==> src/rtl/dit_pkg.sv <==
// Shared types and constants for the delimited integer text parser.
`timescale 1ns / 1ps
`default_nettype none
package dit_pkg;

	localparam int QUEUE_DEPTH = 4;

	localparam int ADDR_W = 6;
	localparam int DATA_W = 64;

	// register indexes (paddr[5:3])
	localparam logic [2:0] REG_DELIM_0 = 3'd0;
	localparam logic [2:0] REG_DELIM_1 = 3'd1;
	localparam logic [2:0] REG_DELIM_2 = 3'd2;
	localparam logic [2:0] REG_DELIM_3 = 3'd3;
	localparam logic [2:0] REG_MAX_NUM = 3'd4;

	// result status codes
	localparam logic [2:0] ST_NUMBER      = 3'd0;
	localparam logic [2:0] ST_NON_NUMERIC = 3'd1;
	localparam logic [2:0] ST_RANGE       = 3'd2;
	localparam logic [2:0] ST_END         = 3'd3;
	localparam logic [2:0] ST_EMPTY       = 3'd4;

	localparam logic [7:0] CHAR_MINUS = 8'h2D;
	localparam logic [7:0] CHAR_PLUS  = 8'h2B;
	localparam logic [7:0] CHAR_ZERO  = 8'h30;
	localparam logic [7:0] CHAR_NINE  = 8'h39;

	localparam logic [31:0] MAG_CAP = 32'h8000_0000;
	localparam logic [31:0] POS_MAX = 32'h7FFF_FFFF;
	localparam logic [1:0]  LEN_CAP = 2'd2;
	localparam logic [15:0] CNT_MAX = 16'hFFFF;

	// one classified byte
	typedef struct packed {
		logic       delim;
		logic       digit;
		logic [3:0] dval;
		logic       sign;
		logic       minus;
		logic       eos;
	} dit_class_t;

endpackage
`default_nettype wire

==> src/rtl/dit_front.sv <==
// Front end: delimiter lookup and character classification of each input byte.
`timescale 1ns / 1ps
`default_nettype none
module dit_front (
	input  wire logic [7:0]          text_byte,
	input  wire logic                end_of_string,
	input  wire logic [63:0]         delim_mask_0,
	input  wire logic [63:0]         delim_mask_1,
	input  wire logic [63:0]         delim_mask_2,
	input  wire logic [63:0]         delim_mask_3,
	output dit_pkg::dit_class_t      cls
);

	logic [63:0] mask_sel;
	logic [7:0]  dv;

	always_comb begin
		case (text_byte[7:6])
			2'd0: mask_sel = delim_mask_0;
			2'd1: mask_sel = delim_mask_1;
			2'd2: mask_sel = delim_mask_2;
			default: mask_sel = delim_mask_3;
		endcase
	end

	assign dv = text_byte - dit_pkg::CHAR_ZERO;

	always_comb begin
		cls.delim = mask_sel[text_byte[5:0]];
		cls.digit = (text_byte >= dit_pkg::CHAR_ZERO) && (text_byte <= dit_pkg::CHAR_NINE);
		cls.dval  = dv[3:0];
		cls.sign  = (text_byte == dit_pkg::CHAR_MINUS) || (text_byte == dit_pkg::CHAR_PLUS);
		cls.minus = (text_byte == dit_pkg::CHAR_MINUS);
		cls.eos   = end_of_string;
	end

endmodule
`default_nettype wire

==> src/rtl/dit_queue.sv <==
// Short queue of classified bytes between front end and token engine.
`timescale 1ns / 1ps
`default_nettype none
module dit_queue #(
	parameter int DEPTH = dit_pkg::QUEUE_DEPTH
) (
	input  wire logic                clk,
	input  wire logic                arst_n,
	input  wire logic                push,
	input  dit_pkg::dit_class_t      push_data,
	output logic                     full,
	input  wire logic                pop,
	output logic                     q_valid,
	output dit_pkg::dit_class_t      q_data
);

	localparam int AW = (DEPTH > 1) ? $clog2(DEPTH) : 1;
	localparam int CW = $clog2(DEPTH + 1);
	localparam logic [AW-1:0] LAST_PTR = AW'(DEPTH - 1);
	localparam logic [CW-1:0] FULL_CNT = CW'(DEPTH);

	dit_pkg::dit_class_t mem_q [DEPTH];
	logic [AW-1:0] wr_ptr_q;
	logic [AW-1:0] rd_ptr_q;
	logic [CW-1:0] count_q;

	logic do_push;
	logic do_pop;

	assign full    = (count_q == FULL_CNT);
	assign q_valid = (count_q != '0);
	assign q_data  = mem_q[rd_ptr_q];
	assign do_push = push && !full;
	assign do_pop  = pop && q_valid;

	always_ff @(posedge clk) begin
		if (do_push) begin
			mem_q[wr_ptr_q] <= push_data;
		end
	end

	always_ff @(posedge clk or negedge arst_n) begin
		if (!arst_n) begin
			wr_ptr_q <= '0;
			rd_ptr_q <= '0;
			count_q  <= '0;
		end else begin
			if (do_push) begin
				wr_ptr_q <= (wr_ptr_q == LAST_PTR) ? '0 : wr_ptr_q + 1'b1;
			end
			if (do_pop) begin
				rd_ptr_q <= (rd_ptr_q == LAST_PTR) ? '0 : rd_ptr_q + 1'b1;
			end
			case ({do_push, do_pop})
				2'b10: count_q <= count_q + 1'b1;
				2'b01: count_q <= count_q - 1'b1;
				default: count_q <= count_q;
			endcase
		end
	end

endmodule
`default_nettype wire

==> src/rtl/dit_back.sv <==
// Token engine: accumulates digits, closes tokens and holds the output register.
`timescale 1ns / 1ps
`default_nettype none
module dit_back (
	input  wire logic                clk,
	input  wire logic                arst_n,
	input  wire logic                q_valid,
	input  dit_pkg::dit_class_t      q_data,
	output logic                     pop,
	input  wire logic [15:0]         num_limit,
	output logic                     out_valid,
	input  wire logic                out_stall,
	output logic signed [31:0]       number,
	output logic [2:0]               status,
	output logic                     last
);

	// token state
	logic        in_token_q;
	logic [1:0]  len_q;
	logic        first_sign_q;
	logic        neg_q;
	logic        not_num_q;
	logic [31:0] mag_q;
	logic        ovf_q;
	logic [15:0] cnt_q;
	logic        any_seen_q;

	logic        out_valid_q;
	logic [31:0] number_q;
	logic [2:0]  status_q;
	logic        last_q;

	// token state after this byte
	logic        t_in;
	logic [1:0]  t_len;
	logic        t_fs;
	logic        t_neg;
	logic        t_nn;
	logic [31:0] t_mag;
	logic        t_ovf;

	logic [31:0] acc_base;
	logic [34:0] acc_wide;
	logic [31:0] acc_mag;
	logic        acc_ovf;

	logic        fin;
	logic        limit_hit;
	logic        emit_tok;
	logic        has_res;
	logic [31:0] tok_num;
	logic [2:0]  tok_st;
	logic [31:0] res_num;
	logic [2:0]  res_st;

	dit_pkg::dit_class_t c;

	assign c   = q_data;
	assign pop = q_valid && (!out_valid_q || !out_stall);

	// magnitude * 10 + digit as two shifted adds
	assign acc_base = in_token_q ? mag_q : '0;
	assign acc_wide = {acc_base, 3'b000} + {2'b00, acc_base, 1'b0} + {31'd0, c.dval};
	assign acc_ovf  = (acc_wide > {3'b000, dit_pkg::MAG_CAP});
	assign acc_mag  = acc_ovf ? dit_pkg::MAG_CAP : acc_wide[31:0];

	always_comb begin
		t_in  = in_token_q;
		t_len = len_q;
		t_fs  = first_sign_q;
		t_neg = neg_q;
		t_nn  = not_num_q;
		t_mag = mag_q;
		t_ovf = ovf_q;
		if (!c.delim) begin
			if (!in_token_q) begin
				t_in  = 1'b1;
				t_len = 2'd1;
				t_fs  = c.sign;
				t_neg = c.minus;
				t_nn  = !c.digit && !c.sign;
				t_mag = c.digit ? acc_mag : '0;
				t_ovf = 1'b0;
			end else begin
				if (c.digit) begin
					t_mag = acc_mag;
					t_ovf = ovf_q | acc_ovf;
				end else begin
					t_nn = 1'b1;
				end
				t_len = (len_q < dit_pkg::LEN_CAP) ? len_q + 2'd1 : len_q;
			end
		end
	end

	always_comb begin
		if (t_nn || (t_fs && (t_len < dit_pkg::LEN_CAP))) begin
			tok_st  = dit_pkg::ST_NON_NUMERIC;
			tok_num = '0;
		end else if (t_neg) begin
			tok_st  = t_ovf ? dit_pkg::ST_RANGE : dit_pkg::ST_NUMBER;
			tok_num = t_ovf ? dit_pkg::MAG_CAP : (32'd0 - t_mag);
		end else if (t_ovf || (t_mag >= dit_pkg::MAG_CAP)) begin
			tok_st  = dit_pkg::ST_RANGE;
			tok_num = dit_pkg::POS_MAX;
		end else begin
			tok_st  = dit_pkg::ST_NUMBER;
			tok_num = t_mag;
		end
	end

	assign fin       = t_in && (c.delim || c.eos);
	assign limit_hit = (num_limit != '0) && (cnt_q >= num_limit);
	assign emit_tok  = fin && !limit_hit;
	assign has_res   = emit_tok || c.eos;

	always_comb begin
		if (emit_tok) begin
			res_num = tok_num;
			res_st  = tok_st;
		end else begin
			res_num = '0;
			res_st  = (any_seen_q || fin) ? dit_pkg::ST_END : dit_pkg::ST_EMPTY;
		end
	end

	always_ff @(posedge clk or negedge arst_n) begin
		if (!arst_n) begin
			in_token_q   <= 1'b0;
			len_q        <= '0;
			first_sign_q <= 1'b0;
			neg_q        <= 1'b0;
			not_num_q    <= 1'b0;
			mag_q        <= '0;
			ovf_q        <= 1'b0;
			cnt_q        <= '0;
			any_seen_q   <= 1'b0;
		end else if (pop) begin
			if (c.eos) begin
				in_token_q   <= 1'b0;
				len_q        <= '0;
				first_sign_q <= 1'b0;
				neg_q        <= 1'b0;
				not_num_q    <= 1'b0;
				mag_q        <= '0;
				ovf_q        <= 1'b0;
				cnt_q        <= '0;
				any_seen_q   <= 1'b0;
			end else if (fin) begin
				in_token_q   <= 1'b0;
				len_q        <= '0;
				first_sign_q <= 1'b0;
				neg_q        <= 1'b0;
				not_num_q    <= 1'b0;
				mag_q        <= '0;
				ovf_q        <= 1'b0;
				any_seen_q   <= 1'b1;
				if (emit_tok && (cnt_q != dit_pkg::CNT_MAX)) begin
					cnt_q <= cnt_q + 16'd1;
				end
			end else begin
				in_token_q   <= t_in;
				len_q        <= t_len;
				first_sign_q <= t_fs;
				neg_q        <= t_neg;
				not_num_q    <= t_nn;
				mag_q        <= t_mag;
				ovf_q        <= t_ovf;
			end
		end
	end

	// output register: advances when empty or taken
	always_ff @(posedge clk or negedge arst_n) begin
		if (!arst_n) begin
			out_valid_q <= 1'b0;
		end else if (!out_valid_q || !out_stall) begin
			out_valid_q <= pop && has_res;
		end
	end

	always_ff @(posedge clk) begin
		if (pop && has_res) begin
			number_q <= res_num;
			status_q <= res_st;
			last_q   <= c.eos;
		end
	end

	assign out_valid = out_valid_q;
	assign number    = number_q;
	assign status    = status_q;
	assign last      = last_q;

endmodule
`default_nettype wire

==> src/rtl/delimited_integer_text_parser.sv <==
// Delimited integer text parser: top level with configuration registers.
//
// Input channel (in_valid/in_stall) takes one string byte per transaction with
// end_of_string on the final byte. Output channel (out_valid/out_stall) gives
// number/status/last; each byte gives zero or one result, and every string
// closes with exactly one result that has last set.
// Registers sit on an APB-style port, 64-bit data at byte address 8*index:
// four delimiter masks (one bit per byte value) and the per-string token limit
// (0 = no limit). Write them only while no string is in flight.
// Throughput: one byte per cycle while out_stall does not hold the output,
// set by the token engine, which does one multiply-by-ten accumulate per byte.
// A result is registered in the output register when the token engine pops
// its byte from the queue; bytes queued ahead of it and out_stall holding the
// output register delay it.
// When out_stall holds the result, the queue of QUEUE_DEPTH classified bytes
// keeps filling; in_stall rises only when it is full.
// Reset clears control state: no delimiters, no limit, empty queue, no token.
`timescale 1ns / 1ps
`default_nettype none
module delimited_integer_text_parser #(
	parameter int QUEUE_DEPTH = dit_pkg::QUEUE_DEPTH
) (
	input  wire logic                       clk,
	input  wire logic                       arst_n,
	input  wire logic                       in_valid,
	output logic                            in_stall,
	input  wire logic [7:0]                 text_byte,
	input  wire logic                       end_of_string,
	output logic                            out_valid,
	input  wire logic                       out_stall,
	output logic signed [31:0]              number,
	output logic [2:0]                      status,
	output logic                            last,
	input  wire logic                       psel,
	input  wire logic                       penable,
	input  wire logic                       pwrite,
	input  wire logic [dit_pkg::ADDR_W-1:0] paddr,
	input  wire logic [dit_pkg::DATA_W-1:0] pwdata,
	output logic [dit_pkg::DATA_W-1:0]      prdata,
	output logic                            pready
);

	logic [63:0] delim_0_q;
	logic [63:0] delim_1_q;
	logic [63:0] delim_2_q;
	logic [63:0] delim_3_q;
	logic [15:0] max_num_q;

	logic [2:0] reg_idx;
	logic       cfg_wr;

	dit_pkg::dit_class_t front_cls;
	dit_pkg::dit_class_t q_data;
	logic q_full;
	logic q_valid;
	logic q_pop;

	assign pready  = 1'b1;
	assign reg_idx = paddr[5:3];
	assign cfg_wr  = psel && penable && pwrite && pready;

	always_ff @(posedge clk or negedge arst_n) begin
		if (!arst_n) begin
			delim_0_q <= '0;
			delim_1_q <= '0;
			delim_2_q <= '0;
			delim_3_q <= '0;
			max_num_q <= '0;
		end else if (cfg_wr) begin
			case (reg_idx)
				dit_pkg::REG_DELIM_0: delim_0_q <= pwdata;
				dit_pkg::REG_DELIM_1: delim_1_q <= pwdata;
				dit_pkg::REG_DELIM_2: delim_2_q <= pwdata;
				dit_pkg::REG_DELIM_3: delim_3_q <= pwdata;
				dit_pkg::REG_MAX_NUM: max_num_q <= pwdata[15:0];
				default: ;
			endcase
		end
	end

	always_comb begin
		case (reg_idx)
			dit_pkg::REG_DELIM_0: prdata = delim_0_q;
			dit_pkg::REG_DELIM_1: prdata = delim_1_q;
			dit_pkg::REG_DELIM_2: prdata = delim_2_q;
			dit_pkg::REG_DELIM_3: prdata = delim_3_q;
			dit_pkg::REG_MAX_NUM: prdata = {48'd0, max_num_q};
			default: prdata = '0;
		endcase
	end

	dit_front u_front (
		.text_byte     (text_byte),
		.end_of_string (end_of_string),
		.delim_mask_0  (delim_0_q),
		.delim_mask_1  (delim_1_q),
		.delim_mask_2  (delim_2_q),
		.delim_mask_3  (delim_3_q),
		.cls           (front_cls)
	);

	dit_queue #(
		.DEPTH (QUEUE_DEPTH)
	) u_queue (
		.clk       (clk),
		.arst_n    (arst_n),
		.push      (in_valid),
		.push_data (front_cls),
		.full      (q_full),
		.pop       (q_pop),
		.q_valid   (q_valid),
		.q_data    (q_data)
	);

	assign in_stall = q_full;

	dit_back u_back (
		.clk         (clk),
		.arst_n      (arst_n),
		.q_valid     (q_valid),
		.q_data      (q_data),
		.pop         (q_pop),
		.num_limit   (max_num_q),
		.out_valid   (out_valid),
		.out_stall   (out_stall),
		.number      (number),
		.status      (status),
		.last        (last)
	);

`ifndef ASSERT_OFF
	a_pop_needs_data: assert property (@(posedge clk) disable iff (!arst_n)
		q_pop |-> q_valid)
		else $error("token engine popped an empty queue");

	a_status_range: assert property (@(posedge clk) disable iff (!arst_n)
		out_valid |-> (status <= dit_pkg::ST_EMPTY))
		else $error("undefined status code on output");

	a_marker_last: assert property (@(posedge clk) disable iff (!arst_n)
		out_valid && (status == dit_pkg::ST_END || status == dit_pkg::ST_EMPTY)
		|-> last && (number == 32'sd0))
		else $error("end or empty record without last or with nonzero number");

	a_non_numeric_zero: assert property (@(posedge clk) disable iff (!arst_n)
		out_valid && (status == dit_pkg::ST_NON_NUMERIC) |-> (number == 32'sd0))
		else $error("non-numeric token with nonzero number");
`endif

endmodule
`default_nettype wire

==> config.mk <==
export PLATFORM = sky130hd
export DESIGN_NAME = delimited_integer_text_parser
export DESIGN_NICKNAME = d
export VERILOG_FILES = /design/src/rtl/dit_pkg.sv /design/src/rtl/dit_front.sv /design/src/rtl/dit_queue.sv /design/src/rtl/dit_back.sv /design/src/rtl/delimited_integer_text_parser.sv
export SDC_FILE = /design/constraint.sdc
export NUM_CORES = 1
export LEC_CHECK = 0
export BUFFER_PORTS_ARGS = -buffer_cell sky130_fd_sc_hd__clkbuf_2
export CAP_MARGIN = 20
export CORE_AREA = 2 2 193 195
export CTS_BUF_LIST = sky130_fd_sc_hd__clkbuf_8
export CTS_CLUSTER_SIZE = 25
export DETAILED_ROUTE_END_ITERATION = 8
export DIE_AREA = 0 0 195 197
export PLACE_DENSITY = 0.88
export SETUP_SLACK_MARGIN = 0.05
export SLEW_MARGIN = 10
export SYNTH_ARGS = -nofsm -noshare
export SYNTH_HDL_FRONTEND = slang
export SYNTH_SLANG_ARGS = --single-unit
==> constraint.sdc <==
create_clock -name clk -period 13.3 [get_ports clk]
set_clock_uncertainty 0.2 [all_clocks]
set_input_delay 0.665 -clock clk [delete_from_list [all_inputs] [get_ports clk]]
set_output_delay 0.665 -clock clk [all_outputs]
set_load 0.01 [all_outputs]
==> out/qor.csv <==
metric;value;unit
outcome;finished, final reports clean;
GRT Overall Usage;35.6;%
Post-synth EDFFs;72;
post-layout min period;7.76;ns
first drt pass iteration count;6;
Yosys top cell by area;dfrtp_1;
Worst Hold Class;in -> reg;
largest net degree at the start of global routing;138;
Hold Fails Final Rpt;0;
Synth area leaders;dfrtp_1 (34%), mux2_2 (12%), mux4_2 (11%), edfxtp_1 (8.8%), ha_1 (4.4%);
Leak;12.2;nW
Peak VDD IR;0.000140;V
core area;36300;um^2
simple-gate share of the synthesized area;10.2;%
Die W;195;um
WP data required;13.43;ns
vias in the first global route;19900;
final instance area;27200;um^2
Compound-Gate Fraction of Synth Area;12.8;%
fin util;75.1;%
Post-CTS Setup Bufs;0;
synthesis-stage register bit count;408;
CTS tree;done;
Sequential Power Share;37.4;%
# port buffers;184;
layout cells sized above 1;33.4;%
Core Rows;70;
Max Slew Vio Count;0;
crit share post-route;58.4;%
sequential cell area fraction in the yosys report;43.1;%
fmax;129;MHz
total CTS buffers;72;
GP Congestion;0.956;
Fill cells;2299;
Final nets;2399;
slew margin rel.;20.7;%
switching share of power;38.8;%
root buf cell;clkbuf_8;
CTS Sinks;408;
CP Class;reg -> reg;
Max FO, Critical Path;37;
Routed WL per cell;24.4;um
maximum level of the CTS H-tree;3;
initial antenna violation count;6;
most frequent cells in the layout;dfrtp_1 (336), mux2_2 (263), clkbuf_2 (180);
latest clock arrival within the worst-skew pair;0.66;ns
post-synthesis cell area;24500;um^2
Synth cell types;95;
clock power share;23.8;%
CP arrival;7.89;ns
Chip Height;197;um
DRC violations left;0;
RSZ-0062 raised after global routing;no;
Yosys warning count;0;
Synth top area share;34.3;%
Async SR Flop Fraction;82.4;%
design internal power;2.95;mW
PwrDens;177;nW/um^2
worst slew pin tran;1.18;ns
XOR/XNOR share of the synthesized area;1.85;%
Worst setup EP type;flip-flop;
via count;18900;
vias per cell;6.88;
clk slew on worst S/H paths;0.07;ns
commonest non-fill, non-tap cell in the layout;dfrtp_1;
multiplexer share of the synthesized area;24.5;%
Adder-Cell Fraction of Synth Area;4.68;%
I/O pins;189;
total net switching power;1.87;mW
Max Cap Violations;0;
DRT iter0 DRCs;1830;
Syn Area/Cell;11.9;um^2
# setup viols final;0;
P&R area growth vs syn;11.0;%
die area;38400;um^2
Top FF cell, synth;dfrtp_1;
final setup TNS;0;ns
main combinational cell family by area after synthesis;multiplexers;
clock tree buffer depth;3;
Startpoint Class;flip-flop;
first-pass GRT wire length;107000;um
Comb pwr share;38.8;%
DRT Wirelength;67100;um
GRT overflow;0;
DP HPWL;44500;um
Post-DP Area;25800;um^2
DRT antenna net count;0;
Mapped Cells;2066;
syn nets;2242;
initial core utilization;67.7;%
sequential cells by signal, indices dropped and copies added, names as in the netlist, 3 cells and up:
register,cells
u_back.cnt_q,16
u_back.number,32
delim_3_q,64
delim_1_q,64
delim_2_q,64
u_back.status,3
u_back.mag_q,32
u_queue.count_q,3
u_queue.mem_q,36
delim_0_q,64
max_num_q,16
routing by layer:
metal,global-route usage (%),part of all wire (%),vias up
met3,9.03,8.8,275
met4,18.9,5.2,6
met1,42.9,37,9412
met2,59.4,49,1031
li1,-,-,8197
met5,0,0.069,-
logic make-up after synthesis:
logic type               count (synthesis)
AND/OR/NAND/NOR                        480
AO/OA/AOI/OAI                          446
multiplexers                           415
flip-flops                             408
buffers and inverters                  175
adder cells (fa/ha/maj)                 90
XOR/XNOR                                51
other                                    1
power groups by stage:
stage          registers, mW  clock network (mW)  logic [mW]
3_3_place_gp            1.78                   0        1.75
6_report                1.80                1.15        1.87
2_1_floorplan           1.77                   0        1.33
5_1_grt                 1.83                1.21        2.01
4_1_cts                 1.80                1.16        1.84
3_5_place_dp            1.81                   0        1.82
cells in the mapped netlist (26+ instances only):
cell type  instances
a21oi_1           84
a22o_1            41
a22oi_1           26
and2_1            41
clkbuf_1          95
dfrtp_1          336
edfxtp_1          72
ha_1              87
inv_1             46
mux2_2           263
mux2i_1           30
mux4_2           122
nand2_1          143
nor2_1            86
nor2b_1           54
o21ai_0           93
xor2_1            34
path summary, 6_finish.rpt:
check	slack, ns	start	cells after the start	to
worst min register to register	0.31	u_back.neg_q$_DFFE_PN0P_	2	u_back.neg_q$_DFFE_PN0P_
worst max-delay path	5.54	u_queue.rd_ptr_q[0]$_DFFE_PN0P_	23	u_back.number[30]$_SDFFCE_PP0P_
worst max register to register	5.54	u_queue.rd_ptr_q[0]$_DFFE_PN0P_	23	u_back.number[30]$_SDFFCE_PP0P_
max in group asynchronous	9.98	arst_n	4	delim_1_q[48]$_DFFE_PN0P_
min in group asynchronous	0.48	arst_n	2	u_back.out_valid$_DFFE_PN0N_
worst min-delay path	0.05	end_of_string	1	u_queue.mem_q[3][0]$_DFFE_PP_
critical path: stages, from the launching register on:
cell	delay (ns)
dfrtp_1	0.75
mux4_2	0.60
fa_1	0.56
inv_1	0.07
fa_1	0.45
nand2b_1	0.19
a211oi_2	0.43
o2111ai_1	0.35
o211ai_1	0.18
nand2_1	0.09
xnor2_1	0.53
nor4_4	0.08
buf_4	0.27
a31o_2	0.32
a22oi_1	0.39
ha_1	0.34
o21ai_0	0.21
a21oi_1	0.28
nand2_1	0.11
a221o_1	0.32
or2_1	0.27
nor3_2	0.18
xor2_1	0.20
a211oi_2	0.09
metrics by stage:
stage	total power, mW	hold slack [ns]	setup WS [ns]	cells
after global placement	3.53	0.278	5.74	2614
after global routing	5.06	0.0402	5.14	2751
final	4.82	0.0548	5.54	2752
after detailed placement	3.63	0.303	5.62	2614
after floorplan	3.10	0.169	7.12	2066
after CTS	4.79	0.0288	5.61	2746
area by class of cell:
class | instances | area (um^2) | area share, %
clock buffers | 87 | 1200 | 4.40
well taps | 468 | 586 | 2.15
inverters | 48 | 180 | 0.661
clock inverters | 44 | 229 | 0.841
flip-flops and latches | 408 | 10600 | 38.8
diodes | 4 | 10.0 | 0.0367
multi-input cells | 1483 | 13300 | 48.9
repair buffers | 210 | 1150 | 4.24
what timing repair did:
item	4_1_cts	5_1_grt
resized for setup	0	0
hold endpoints to repair	41	0
hold buffers	1	0
Note: power is estimated with default switching activity, not from simulation.
